$ cat config.mk
export PLATFORM = sky130hd
export DESIGN_NAME = run_length_byte_encoder
export DESIGN_NICKNAME = d
export VERILOG_FILES = /design/src/rtl/rlbe_pkg.sv /design/src/rtl/rlbe_ram.sv /design/src/rtl/rlbe_front.sv /design/src/rtl/rlbe_fifo.sv /design/src/rtl/rlbe_back.sv /design/src/rtl/run_length_byte_encoder.sv
export SDC_FILE = /design/constraint.sdc
export NUM_CORES = 2
export LEC_CHECK = 0
export BUFFER_PORTS_ARGS = -buffer_cell sky130_fd_sc_hd__clkbuf_2
export CAP_MARGIN = 20
export CELL_PAD_IN_SITES_DETAIL_PLACEMENT = 0
export CELL_PAD_IN_SITES_GLOBAL_PLACEMENT = 1
export CORE_MARGIN = 5
export CORE_UTILIZATION = 50
export DETAILED_ROUTE_END_ITERATION = 10
export PLACE_DENSITY_LB_ADDON = 0.1
export SYNTH_ARGS = -nofsm -noshare
export SYNTH_HDL_FRONTEND = slang
export SYNTH_HIERARCHICAL = 1
export SYNTH_SLANG_ARGS = --single-unit
export TNS_END_PERCENT = 30
$ cat constraint.sdc
create_clock -name clk -period 3.35 [get_ports clk]
set_input_delay 0.335 -clock clk [delete_from_list [all_inputs] [get_ports clk]]
set_output_delay 0.335 -clock clk [all_outputs]
set_load 0.01 [all_outputs]
$ cat src/rtl/rlbe_pkg.sv
`default_nettype none

package rlbe_pkg;

  // Segment limits and result packing
  localparam int MAX_SEGMENT      = 128;
  localparam int BYTES_PER_RESULT = 4;
  localparam int OUT_SLOTS        = 4;
  localparam int PACK_WIDTH       = (BYTES_PER_RESULT < 1) ? 1 :
                                    ((BYTES_PER_RESULT > OUT_SLOTS) ? OUT_SLOTS :
                                     BYTES_PER_RESULT);
  localparam int SLOT_AW          = $clog2(OUT_SLOTS);
  localparam int CNT_W            = 3;

  // Literal byte ring: room for one literal in flight and one filling
  localparam int RING_DEPTH = 2 * MAX_SEGMENT;
  localparam int RING_AW    = $clog2(RING_DEPTH);
  localparam int FILL_W     = $clog2(RING_DEPTH + 1);
  localparam int LEN_W      = $clog2(MAX_SEGMENT + 1);

  // Command queue between front and back
  localparam int QDEPTH = 4;
  localparam int QAW    = $clog2(QDEPTH);
  localparam int QCW    = $clog2(QDEPTH + 1);

  // One flush command: a closed segment, optionally followed by a single-byte tail
  typedef struct packed {
    logic [7:0]       hdr;
    logic [7:0]       val;
    logic             is_lit;
    logic [LEN_W-1:0] lit_len;
    logic             has_tail;
    logic [7:0]       tail_val;
    logic             blk_last;
  } cmd_t;

endpackage

`default_nettype wire

$ cat src/rtl/rlbe_ram.sv
`default_nettype none

module rlbe_ram #(
  parameter int WIDTH = 8,
  parameter int DEPTH = 256
) (
  input  wire logic                     clk,
  input  wire logic                     we,
  input  wire logic [$clog2(DEPTH)-1:0] waddr,
  input  wire logic [WIDTH-1:0]         wdata,
  input  wire logic                     re,
  input  wire logic [$clog2(DEPTH)-1:0] raddr,
  output logic      [WIDTH-1:0]         rdata
);

  logic [WIDTH-1:0] mem [DEPTH];

  // Write port and registered read port; read data holds while re is low
  always_ff @(posedge clk) begin
    if (we) begin
      mem[waddr] <= wdata;
    end
    if (re) begin
      rdata <= mem[raddr];
    end
  end

endmodule

`default_nettype wire

$ cat src/rtl/rlbe_front.sv
`default_nettype none

module rlbe_front (
  input  wire logic                         clk,
  input  wire logic                         rst,
  input  wire logic                         push,
  output logic                              full,
  input  wire logic [7:0]                   data_byte,
  input  wire logic                         block_last,
  input  wire logic                         q_full,
  output logic                              cmd_push,
  output rlbe_pkg::cmd_t                    cmd,
  input  wire logic                         lit_read,
  output logic                              ram_we,
  output logic [rlbe_pkg::RING_AW-1:0]      ram_waddr,
  output logic [7:0]                        ram_wdata
);

  typedef enum logic [1:0] {
    MODE_IDLE,
    MODE_SINGLE,
    MODE_RUN,
    MODE_LITERAL
  } seg_mode_t;

  seg_mode_t                        mode, mode_next;
  logic [7:0]                       held, held_next;
  logic [rlbe_pkg::LEN_W-1:0]       seg_len, seg_len_next;
  logic [rlbe_pkg::RING_AW-1:0]     wr_ptr;
  logic [rlbe_pkg::FILL_W-1:0]      fill;
  logic [1:0]                       commit;
  logic                             accept;
  logic                             close;
  seg_mode_t                        flush_mode;
  logic [7:0]                       flush_val;
  logic [rlbe_pkg::LEN_W-1:0]       flush_len;

  // Stall on a full queue or when the ring has fewer than two free slots
  assign full   = q_full ||
                  (fill > rlbe_pkg::FILL_W'(rlbe_pkg::RING_DEPTH - 2));
  assign accept = push && !full;

  // Classify the byte against the open segment
  always_comb begin
    mode_next    = mode;
    held_next    = held;
    seg_len_next = seg_len;
    commit       = 2'd0;
    close        = 1'b0;
    ram_we       = accept;
    ram_waddr    = wr_ptr;
    ram_wdata    = data_byte;
    case (mode)
      MODE_IDLE: begin
        mode_next    = MODE_SINGLE;
        held_next    = data_byte;
        seg_len_next = rlbe_pkg::LEN_W'(1);
      end
      MODE_SINGLE: begin
        if (data_byte == held) begin
          mode_next    = MODE_RUN;
          seg_len_next = rlbe_pkg::LEN_W'(2);
        end else begin
          // held byte already sits at wr_ptr; put the new one after it
          ram_waddr    = wr_ptr + rlbe_pkg::RING_AW'(1);
          commit       = 2'd2;
          mode_next    = MODE_LITERAL;
          seg_len_next = rlbe_pkg::LEN_W'(2);
          held_next    = data_byte;
        end
      end
      MODE_RUN: begin
        if (data_byte == held &&
            seg_len < rlbe_pkg::LEN_W'(rlbe_pkg::MAX_SEGMENT)) begin
          seg_len_next = seg_len + rlbe_pkg::LEN_W'(1);
        end else begin
          close        = 1'b1;
          mode_next    = MODE_SINGLE;
          held_next    = data_byte;
          seg_len_next = rlbe_pkg::LEN_W'(1);
        end
      end
      default: begin
        if (seg_len >= rlbe_pkg::LEN_W'(rlbe_pkg::MAX_SEGMENT) || data_byte == held) begin
          close        = 1'b1;
          mode_next    = MODE_SINGLE;
          held_next    = data_byte;
          seg_len_next = rlbe_pkg::LEN_W'(1);
        end else begin
          commit       = 2'd1;
          seg_len_next = seg_len + rlbe_pkg::LEN_W'(1);
          held_next    = data_byte;
        end
      end
    endcase
  end

  // Pick the segment to flush: the closed one, or the open one at block end
  always_comb begin
    if (close) begin
      flush_mode = mode;
      flush_val  = held;
      flush_len  = seg_len;
    end else begin
      flush_mode = mode_next;
      flush_val  = held_next;
      flush_len  = seg_len_next;
    end
    cmd.is_lit   = (flush_mode == MODE_LITERAL);
    cmd.hdr      = cmd.is_lit ? (8'(flush_len) - 8'd1) : (8'd1 - 8'(flush_len));
    cmd.val      = flush_val;
    cmd.lit_len  = flush_len;
    cmd.has_tail = close && block_last;
    cmd.tail_val = data_byte;
    cmd.blk_last = block_last;
    cmd_push     = accept && (close || block_last);
  end

  // Hold segment state; advance ring write pointer and fill count
  always_ff @(posedge clk) begin
    if (rst) begin
      mode    <= MODE_IDLE;
      held    <= 8'd0;
      seg_len <= '0;
      wr_ptr  <= '0;
      fill    <= '0;
    end else begin
      if (accept) begin
        held   <= held_next;
        wr_ptr <= wr_ptr + rlbe_pkg::RING_AW'(commit);
        if (block_last) begin
          mode    <= MODE_IDLE;
          seg_len <= '0;
        end else begin
          mode    <= mode_next;
          seg_len <= seg_len_next;
        end
      end
      fill <= fill + rlbe_pkg::FILL_W'(accept ? commit : 2'd0)
                   - rlbe_pkg::FILL_W'(lit_read);
    end
  end

endmodule

`default_nettype wire

$ cat src/rtl/rlbe_fifo.sv
`default_nettype none

module rlbe_fifo (
  input  wire logic            clk,
  input  wire logic            rst,
  input  wire logic            wr,
  input  wire rlbe_pkg::cmd_t  din,
  output logic                 q_full,
  input  wire logic            rd,
  output rlbe_pkg::cmd_t       dout,
  output logic                 q_empty
);

  rlbe_pkg::cmd_t              entries [rlbe_pkg::QDEPTH];
  logic [rlbe_pkg::QAW-1:0]    wp;
  logic [rlbe_pkg::QAW-1:0]    rp;
  logic [rlbe_pkg::QCW-1:0]    count;
  logic                        do_wr;
  logic                        do_rd;

  assign q_full  = (count == rlbe_pkg::QCW'(rlbe_pkg::QDEPTH));
  assign q_empty = (count == '0);
  assign do_wr   = wr && !q_full;
  assign do_rd   = rd && !q_empty;
  assign dout    = entries[rp];

  // Store commands in arrival order
  always_ff @(posedge clk) begin
    if (do_wr) begin
      entries[wp] <= din;
    end
  end

  // Advance pointers and occupancy
  always_ff @(posedge clk) begin
    if (rst) begin
      wp    <= '0;
      rp    <= '0;
      count <= '0;
    end else begin
      if (do_wr) begin
        wp <= (wp == rlbe_pkg::QAW'(rlbe_pkg::QDEPTH - 1)) ? '0 : wp + rlbe_pkg::QAW'(1);
      end
      if (do_rd) begin
        rp <= (rp == rlbe_pkg::QAW'(rlbe_pkg::QDEPTH - 1)) ? '0 : rp + rlbe_pkg::QAW'(1);
      end
      count <= count + rlbe_pkg::QCW'(do_wr) - rlbe_pkg::QCW'(do_rd);
    end
  end

endmodule

`default_nettype wire

$ cat src/rtl/rlbe_back.sv
`default_nettype none

module rlbe_back (
  input  wire logic                         clk,
  input  wire logic                         rst,
  input  wire logic                         q_empty,
  input  wire rlbe_pkg::cmd_t               q_dout,
  output logic                              q_pop,
  output logic                              ram_re,
  output logic [rlbe_pkg::RING_AW-1:0]      ram_raddr,
  input  wire logic [7:0]                   ram_rdata,
  output logic                              lit_read,
  output logic                              empty,
  input  wire logic                         pop,
  output logic [7:0]                        out_byte0,
  output logic [7:0]                        out_byte1,
  output logic [7:0]                        out_byte2,
  output logic [7:0]                        out_byte3,
  output logic [rlbe_pkg::CNT_W-1:0]        out_count,
  output logic                              burst_end,
  output logic                              block_end
);

  typedef enum logic [1:0] {
    PH_HEAD,
    PH_BODY,
    PH_TAIL_HEAD,
    PH_TAIL_VAL
  } phase_t;

  typedef struct packed {
    logic       valid;
    logic       from_ram;
    logic [7:0] imm;
    logic       step_end;
    logic       blk_end;
  } token_t;

  phase_t                         phase;
  logic                           busy;
  rlbe_pkg::cmd_t                 cur;
  logic [rlbe_pkg::LEN_W-1:0]     remaining;
  logic [rlbe_pkg::RING_AW-1:0]   rd_ptr;
  token_t                         t1;
  logic [7:0]                     part [rlbe_pkg::OUT_SLOTS];
  logic [rlbe_pkg::CNT_W-1:0]     pcount;
  logic                           out_valid;
  logic [7:0]                     obytes [rlbe_pkg::OUT_SLOTS];

  logic                           out_free;
  logic                           t1_take;
  logic                           issue;
  logic                           load;
  logic                           tok_ram;
  logic [7:0]                     tok_imm;
  logic                           tok_finish;
  logic [7:0]                     byte_in;
  logic [7:0]                     part_w [rlbe_pkg::OUT_SLOTS];
  logic [rlbe_pkg::CNT_W-1:0]     pcount_inc;
  logic                           word_done;

  assign empty     = !out_valid;
  assign out_byte0 = obytes[0];
  assign out_byte1 = obytes[1];
  assign out_byte2 = obytes[2];
  assign out_byte3 = obytes[3];

  // Handshake between generator, read stage and packer
  assign out_free = !out_valid || pop;
  assign t1_take  = t1.valid && out_free;
  assign issue    = busy && (!t1.valid || t1_take);

  // Byte produced by the current phase
  always_comb begin
    tok_ram    = 1'b0;
    tok_imm    = 8'd0;
    tok_finish = 1'b0;
    case (phase)
      PH_HEAD: begin
        tok_imm = cur.hdr;
      end
      PH_BODY: begin
        tok_ram    = cur.is_lit;
        tok_imm    = cur.val;
        tok_finish = (remaining == rlbe_pkg::LEN_W'(1)) && !cur.has_tail;
      end
      PH_TAIL_HEAD: begin
        tok_imm = 8'd0;
      end
      PH_TAIL_VAL: begin
        tok_imm    = cur.tail_val;
        tok_finish = 1'b1;
      end
      default: begin
        tok_imm = 8'd0;
      end
    endcase
  end

  assign load      = !q_empty && (!busy || (issue && tok_finish));
  assign q_pop     = load;
  assign ram_re    = issue && tok_ram;
  assign ram_raddr = rd_ptr;
  assign lit_read  = ram_re;

  // Insert the arriving byte into the partial word
  assign byte_in    = t1.from_ram ? ram_rdata : t1.imm;
  assign pcount_inc = pcount + rlbe_pkg::CNT_W'(1);
  assign word_done  = (pcount_inc == rlbe_pkg::CNT_W'(rlbe_pkg::PACK_WIDTH)) || t1.step_end;

  always_comb begin
    for (int i = 0; i < rlbe_pkg::OUT_SLOTS; i++) begin
      part_w[i] = part[i];
    end
    part_w[pcount[rlbe_pkg::SLOT_AW-1:0]] = byte_in;
  end

  // Sequence commands, hold the read stage, pack bytes into results
  always_ff @(posedge clk) begin
    if (rst) begin
      busy      <= 1'b0;
      phase     <= PH_HEAD;
      remaining <= '0;
      rd_ptr    <= '0;
      t1        <= '0;
      pcount    <= '0;
      out_valid <= 1'b0;
      out_count <= '0;
      burst_end <= 1'b0;
      block_end <= 1'b0;
      for (int i = 0; i < rlbe_pkg::OUT_SLOTS; i++) begin
        part[i]   <= 8'd0;
        obytes[i] <= 8'd0;
      end
    end else begin
      // take the next command, or advance the phase of the current one
      if (load) begin
        cur   <= q_dout;
        busy  <= 1'b1;
        phase <= PH_HEAD;
      end else if (issue) begin
        case (phase)
          PH_HEAD: begin
            phase     <= PH_BODY;
            remaining <= cur.is_lit ? cur.lit_len : rlbe_pkg::LEN_W'(1);
          end
          PH_BODY: begin
            remaining <= remaining - rlbe_pkg::LEN_W'(1);
            if (remaining == rlbe_pkg::LEN_W'(1)) begin
              if (cur.has_tail) begin
                phase <= PH_TAIL_HEAD;
              end else begin
                busy <= 1'b0;
              end
            end
          end
          PH_TAIL_HEAD: begin
            phase <= PH_TAIL_VAL;
          end
          PH_TAIL_VAL: begin
            busy <= 1'b0;
          end
          default: begin
            busy <= 1'b0;
          end
        endcase
      end
      if (ram_re) begin
        rd_ptr <= rd_ptr + rlbe_pkg::RING_AW'(1);
      end

      // read stage: one byte in flight, aligned with the RAM read data
      if (issue) begin
        t1.valid    <= 1'b1;
        t1.from_ram <= tok_ram;
        t1.imm      <= tok_imm;
        t1.step_end <= tok_finish;
        t1.blk_end  <= tok_finish && cur.blk_last;
      end else if (t1_take) begin
        t1.valid <= 1'b0;
      end

      // packer and output register
      if (t1_take && word_done) begin
        out_valid <= 1'b1;
        out_count <= pcount_inc;
        burst_end <= t1.step_end;
        block_end <= t1.blk_end;
        pcount    <= '0;
        for (int i = 0; i < rlbe_pkg::OUT_SLOTS; i++) begin
          obytes[i] <= part_w[i];
          part[i]   <= 8'd0;
        end
      end else begin
        if (pop && out_valid) begin
          out_valid <= 1'b0;
        end
        if (t1_take) begin
          pcount <= pcount_inc;
          for (int i = 0; i < rlbe_pkg::OUT_SLOTS; i++) begin
            part[i] <= part_w[i];
          end
        end
      end
    end
  end

endmodule

`default_nettype wire

$ cat src/rtl/run_length_byte_encoder.sv
// Run-length byte encoder: one input byte per cycle while the command queue and literal ring
// have room; the back end produces one compressed byte per cycle while commands are queued and
// the receiver keeps up, packed up to four to a result (a command's last byte ends its result);
// a receiver that holds off stalls the back end.
// Reset (rst, synchronous, active high) empties queues and returns to idle.
`default_nettype none

module run_length_byte_encoder (
  input  wire logic        clk,
  input  wire logic        rst,
  input  wire logic        push,
  output logic             full,
  input  wire logic [7:0]  data_byte,
  input  wire logic        block_last,
  output logic             empty,
  input  wire logic        pop,
  output logic [7:0]       out_byte0,
  output logic [7:0]       out_byte1,
  output logic [7:0]       out_byte2,
  output logic [7:0]       out_byte3,
  output logic [2:0]       out_count,
  output logic             burst_end,
  output logic             block_end
);

  rlbe_pkg::cmd_t                  f_cmd;
  rlbe_pkg::cmd_t                  q_dout;
  logic                            f_push;
  logic                            q_full;
  logic                            q_empty;
  logic                            q_pop;
  logic                            lit_read;
  logic                            ram_we;
  logic [rlbe_pkg::RING_AW-1:0]    ram_waddr;
  logic [7:0]                      ram_wdata;
  logic                            ram_re;
  logic [rlbe_pkg::RING_AW-1:0]    ram_raddr;
  logic [7:0]                      ram_rdata;

  rlbe_front u_front (
    .clk        (clk),
    .rst        (rst),
    .push       (push),
    .full       (full),
    .data_byte  (data_byte),
    .block_last (block_last),
    .q_full     (q_full),
    .cmd_push   (f_push),
    .cmd        (f_cmd),
    .lit_read   (lit_read),
    .ram_we     (ram_we),
    .ram_waddr  (ram_waddr),
    .ram_wdata  (ram_wdata)
  );

  rlbe_ram #(
    .WIDTH (8),
    .DEPTH (rlbe_pkg::RING_DEPTH)
  ) u_ring (
    .clk   (clk),
    .we    (ram_we),
    .waddr (ram_waddr),
    .wdata (ram_wdata),
    .re    (ram_re),
    .raddr (ram_raddr),
    .rdata (ram_rdata)
  );

  rlbe_fifo u_fifo (
    .clk     (clk),
    .rst     (rst),
    .wr      (f_push),
    .din     (f_cmd),
    .q_full  (q_full),
    .rd      (q_pop),
    .dout    (q_dout),
    .q_empty (q_empty)
  );

  rlbe_back u_back (
    .clk       (clk),
    .rst       (rst),
    .q_empty   (q_empty),
    .q_dout    (q_dout),
    .q_pop     (q_pop),
    .ram_re    (ram_re),
    .ram_raddr (ram_raddr),
    .ram_rdata (ram_rdata),
    .lit_read  (lit_read),
    .empty     (empty),
    .pop       (pop),
    .out_byte0 (out_byte0),
    .out_byte1 (out_byte1),
    .out_byte2 (out_byte2),
    .out_byte3 (out_byte3),
    .out_count (out_count),
    .burst_end (burst_end),
    .block_end (block_end)
  );

endmodule

`default_nettype wire
==> run summary <==
Outcome: finished clean
CP Depth: 19
Post-synth EDFFs: 2287
CP Launch Type: register
CTS Buffer Depth: 3
Antenna violations before repair: 13
DRT iter0 DRCs: 5498
Sequential Power Share: 50.9%
Placed cell areas: 0.103 sq mm
WL/cell: 29.1 um
Max incr delay on CP: 0.37 ns
Tmin final: 3.29 ns
Worst Setup EP: u_front/fill[8]
Final std cells w/o fill: 8352
Fmax achieved: 304 MHz
Worst skew pair latency: 0.86 ns
Worst Hold Class: in2reg
Setup repair after global routing missed its margin: true
Hold path cells: 4
Mapped Cells: 4871
Sequential share of the synthesized area: 74.9%
Fill cells: 13812
Placed cells: 7896
CTS tree: yes
Power per cell area: 592 mW/mm^2
ANT nets after route: 0
Buf+Inv Stages, Crit Path: 3
DRC: 0
Max_cap viols: 0
Post-route cell area: 0.111 sq mm
DP Worst Slack: -0.379 ns
Setup ws final: 0.0574 ns
Worst vdd ir: 493 uV
Unique cell type count in the Yosys netlist: 102
Synth Cell Area: 0.0942 sq mm
Total gr overflow: 0
Switching Fraction: 22.1%
Design Power: 65.8 mW
Critical Path End Type: register
CTS H-tree lvls: 4
Worst R2R End: u_front/fill[8]
Synth area leader: edfxtp_1
Routability congestion estimate: 0.868
Via count: 50030
Worst slew pin tran: 1.24 ns
Clock skew: 0.0215 ns
Detailed Route WL: 243 mm
CTS Sinks: 2379
Required @ worst endpoint: 4.06 ns
Lkg Pwr: 35.7 nW
Final Hold Viols: 0
Clock-pin slew on the worst setup and hold paths: 0.06 ns
Initial core utilization: 50.2%
Final period util: 98.3%
Core area: 0.188 sq mm
Layout cells sized above 1: 30.9%
Overall Global Routing Usage: 24.5%
CP Class: reg2reg
Reg2Reg Depth: 19
CTS buffer count: 238
R2r startpoint: u_front/fill[8]
Crit-path cells: inv_2 -> ha_4 -> and4_1 -> a311oi_2 -> nand2_2 -> inv_2 -> nand2_2 -> ha_4 -> inv_4 -> ha_4 -> fa_2 -> a21o_1 -> a21oi_2 -> o21bai_1 -> a21oi_2 -> o21bai_1 -> a21oi_1 -> xor2_1 -> nor2_1
Top FF cell, synth: edfxtp_1
Die Height: 444 um
Rel. slew slack: 17.7%
I/O pins: 52
Final setup vio count: 0
DIE WIDTH: 444 um
CP Data Arrival Time: 4.00 ns
FP Rows: 159
Worst setup path start: u_front/fill[8]
Critical path's slowest cell: fa_2
Synth top area share: 72.9%
Slew Limit Fails: 0
CP top delay family: compound AO/OA/AOI/OAI gates
Async SR Flop Fraction: 0%
Worst R2R Setup Slack: 0.06 ns
Critical path's most frequent cell: ha_4
Yosys warns: 6
Internal power: 51.3 mW
Hold_ws: 0.111 ns
Dpl hpwl: 156 mm
Avg Vias per Cell: 5.99
Logic pwr share: 8.3%
CP max FO: 3
Root buffer cell: clkbuf_16
Top post-synthesis cells by area: edfxtp_1 73%, mux4_2 12%, dfxtp_1 2.0%
Avg Cell Area, Syn: 19.3 sq um
First-pass GRT wire length: 353 mm
Vias in the first global route: 50049
Nets: 5718
Register bit total from synthesis: 2379
Clock power share: 40.8%
Mapped Nets: 4935
Die area: 0.197 sq mm
Largest net degree at the start of global routing: 193
Port bufs: 51
Area growth syn-to-layout: 18.0%
Drt pass-1 iters: 5
Psw: 14.5 mW
## power by group through the flow
stage | clock network, mW | logic [mW] | registers, mW
after floorplan | 0 | 3.41 | 34.1
after global placement | 0 | 5.35 | 34.1
after detailed placement | 0 | 5.39 | 34.1
after CTS | 27.3 | 5.43 | 33.5
after global routing | 28.6 | 5.97 | 33.5
final | 26.8 | 5.47 | 33.5
## worst reg2reg max path, stage by stage, from the launching register on
cell	delay, ns
dfxtp_2	0.33
inv_2	0.04
ha_4	0.14
and4_1	0.20
a311oi_2	0.29
nand2_2	0.11
inv_2	0.08
nand2_2	0.07
ha_4	0.27
inv_4	0.03
ha_4	0.15
fa_2	0.37
a21o_1	0.18
a21oi_2	0.15
o21bai_1	0.11
a21oi_2	0.17
o21bai_1	0.09
a21oi_1	0.16
xor2_1	0.16
nor2_1	0.05
## placed cells by master, fill, tap and decap left out, types with 56 or more instances in the layout
master,n
a21oi_1,147
a22oi_1,150
buf_12,78
buf_4,713
clkbuf_16,244
clkinv_1,56
dfxtp_1,79
edfxtp_1,2287
mux2i_1,155
mux4_2,489
nand2_1,92
nor2_1,391
o21ai_0,71
## kinds of logic after synthesis
group	synth area share (%)
and+or+nand+nor	3.81
xor gates and xnor gates	0.380
DFF	74.9
adders and majority gates	0.701
AOI/OAI and AO/OA	4.62
buffers and inverters	2.19
muxes	13.4
## cell type report
class	instances	area, sq um	share of cell area [%]
Antenna cell	2	5.00	0.00450
Clock buffer	287	6350	5.71
Clock inverter	154	1570	1.41
Inverter	56	215	0.194
Multi-Input combinational cell	2129	22000	19.8
Sequential cell	2379	70500	63.5
Tap cell	2495	3120	2.81
Timing Repair Buffer	850	7360	6.62
## synth_stat cells (all sizes together) (13+ instances only)
| cell type | number |
|---|---|
| nand2 | 95 |
| o21ai | 75 |
| a21oi | 154 |
| buf | 162 |
| clkbuf | 145 |
| nand2b | 13 |
| a22o | 22 |
| xor2 | 15 |
| nor3 | 42 |
| a22oi | 153 |
| a221oi | 16 |
| o22ai | 28 |
| dfxtp | 92 |
| o221ai | 49 |
| mux2i | 155 |
| nand3 | 53 |
| nand4 | 20 |
| xnor2 | 25 |
| ha | 48 |
| edfxtp | 2287 |
| or3 | 13 |
| nor4 | 30 |
| nor2b | 39 |
| nor2 | 401 |
| inv | 55 |
| mux4 | 491 |
| a211oi | 28 |
## metal layers
metal,vias to the layer above,GRT usage [%],wire [um]
li1,21520,-,-
met5,-,0,46
met1,26323,36.2,103000
met2,1873,38.6,115000
met4,6,6.00,5530
met3,308,4.30,18100
## repair_timing
action | in CTS | in global routing
hold buffers | 5 | 0
cloned | 0 | 0
gates resized for setup | 8 | 62
pin swaps | 1 | 22
setup endpoints to repair | 540 | 1317
buffers inserted | 4 | 3
endpoints found under the hold margin | 28 | 0
## how the worst min path moves through the flow
stage	startpoint	to	slack, ns
after detailed placement	u_back/part[2][1]	u_back/part[2][1]	0.45
after CTS	data_byte[5]	u_fifo/entries[2][6]	0.13
after global placement	u_back/part[2][1]	u_back/part[2][1]	0.45
final	data_byte[6]	u_front/held[6]	0.11
after floorplan	rst	u_fifo/wp[1]	0.40
after global routing	data_byte[6]	u_ring/mem[147][6]	0.12
## state kept, by name, summed over array words and instances, names as in the netlist, 2 cells and up, named ones only
name,count
u_fifo/entries,140
u_front/held,8
u_back/pcount,3
u_back/cur,35
u_back/phase,2
u_back/remaining,8
u_fifo/wp,2
u_front/fill,9
u_back/part,32
u_back/out_count,3
u_fifo/count,3
u_front/seg_len,8
u_back/obytes,32
u_front/mode,2
u_back/ram_raddr,8
u_front/wr_ptr,8
u_back/t1,12
u_ring/rdata,8
u_ring/mem,2048
u_fifo/rp,2
## stage by stage
step	util, %	setup TNS [ns]
detailed placement	54.8	-81.62
floorplan	-	0
finish	59.3	0
global placement	54.8	-53.29
CTS	59.1	0
global route	59.2	-0.232
Note: power is estimated with default switching activity, not from simulation.
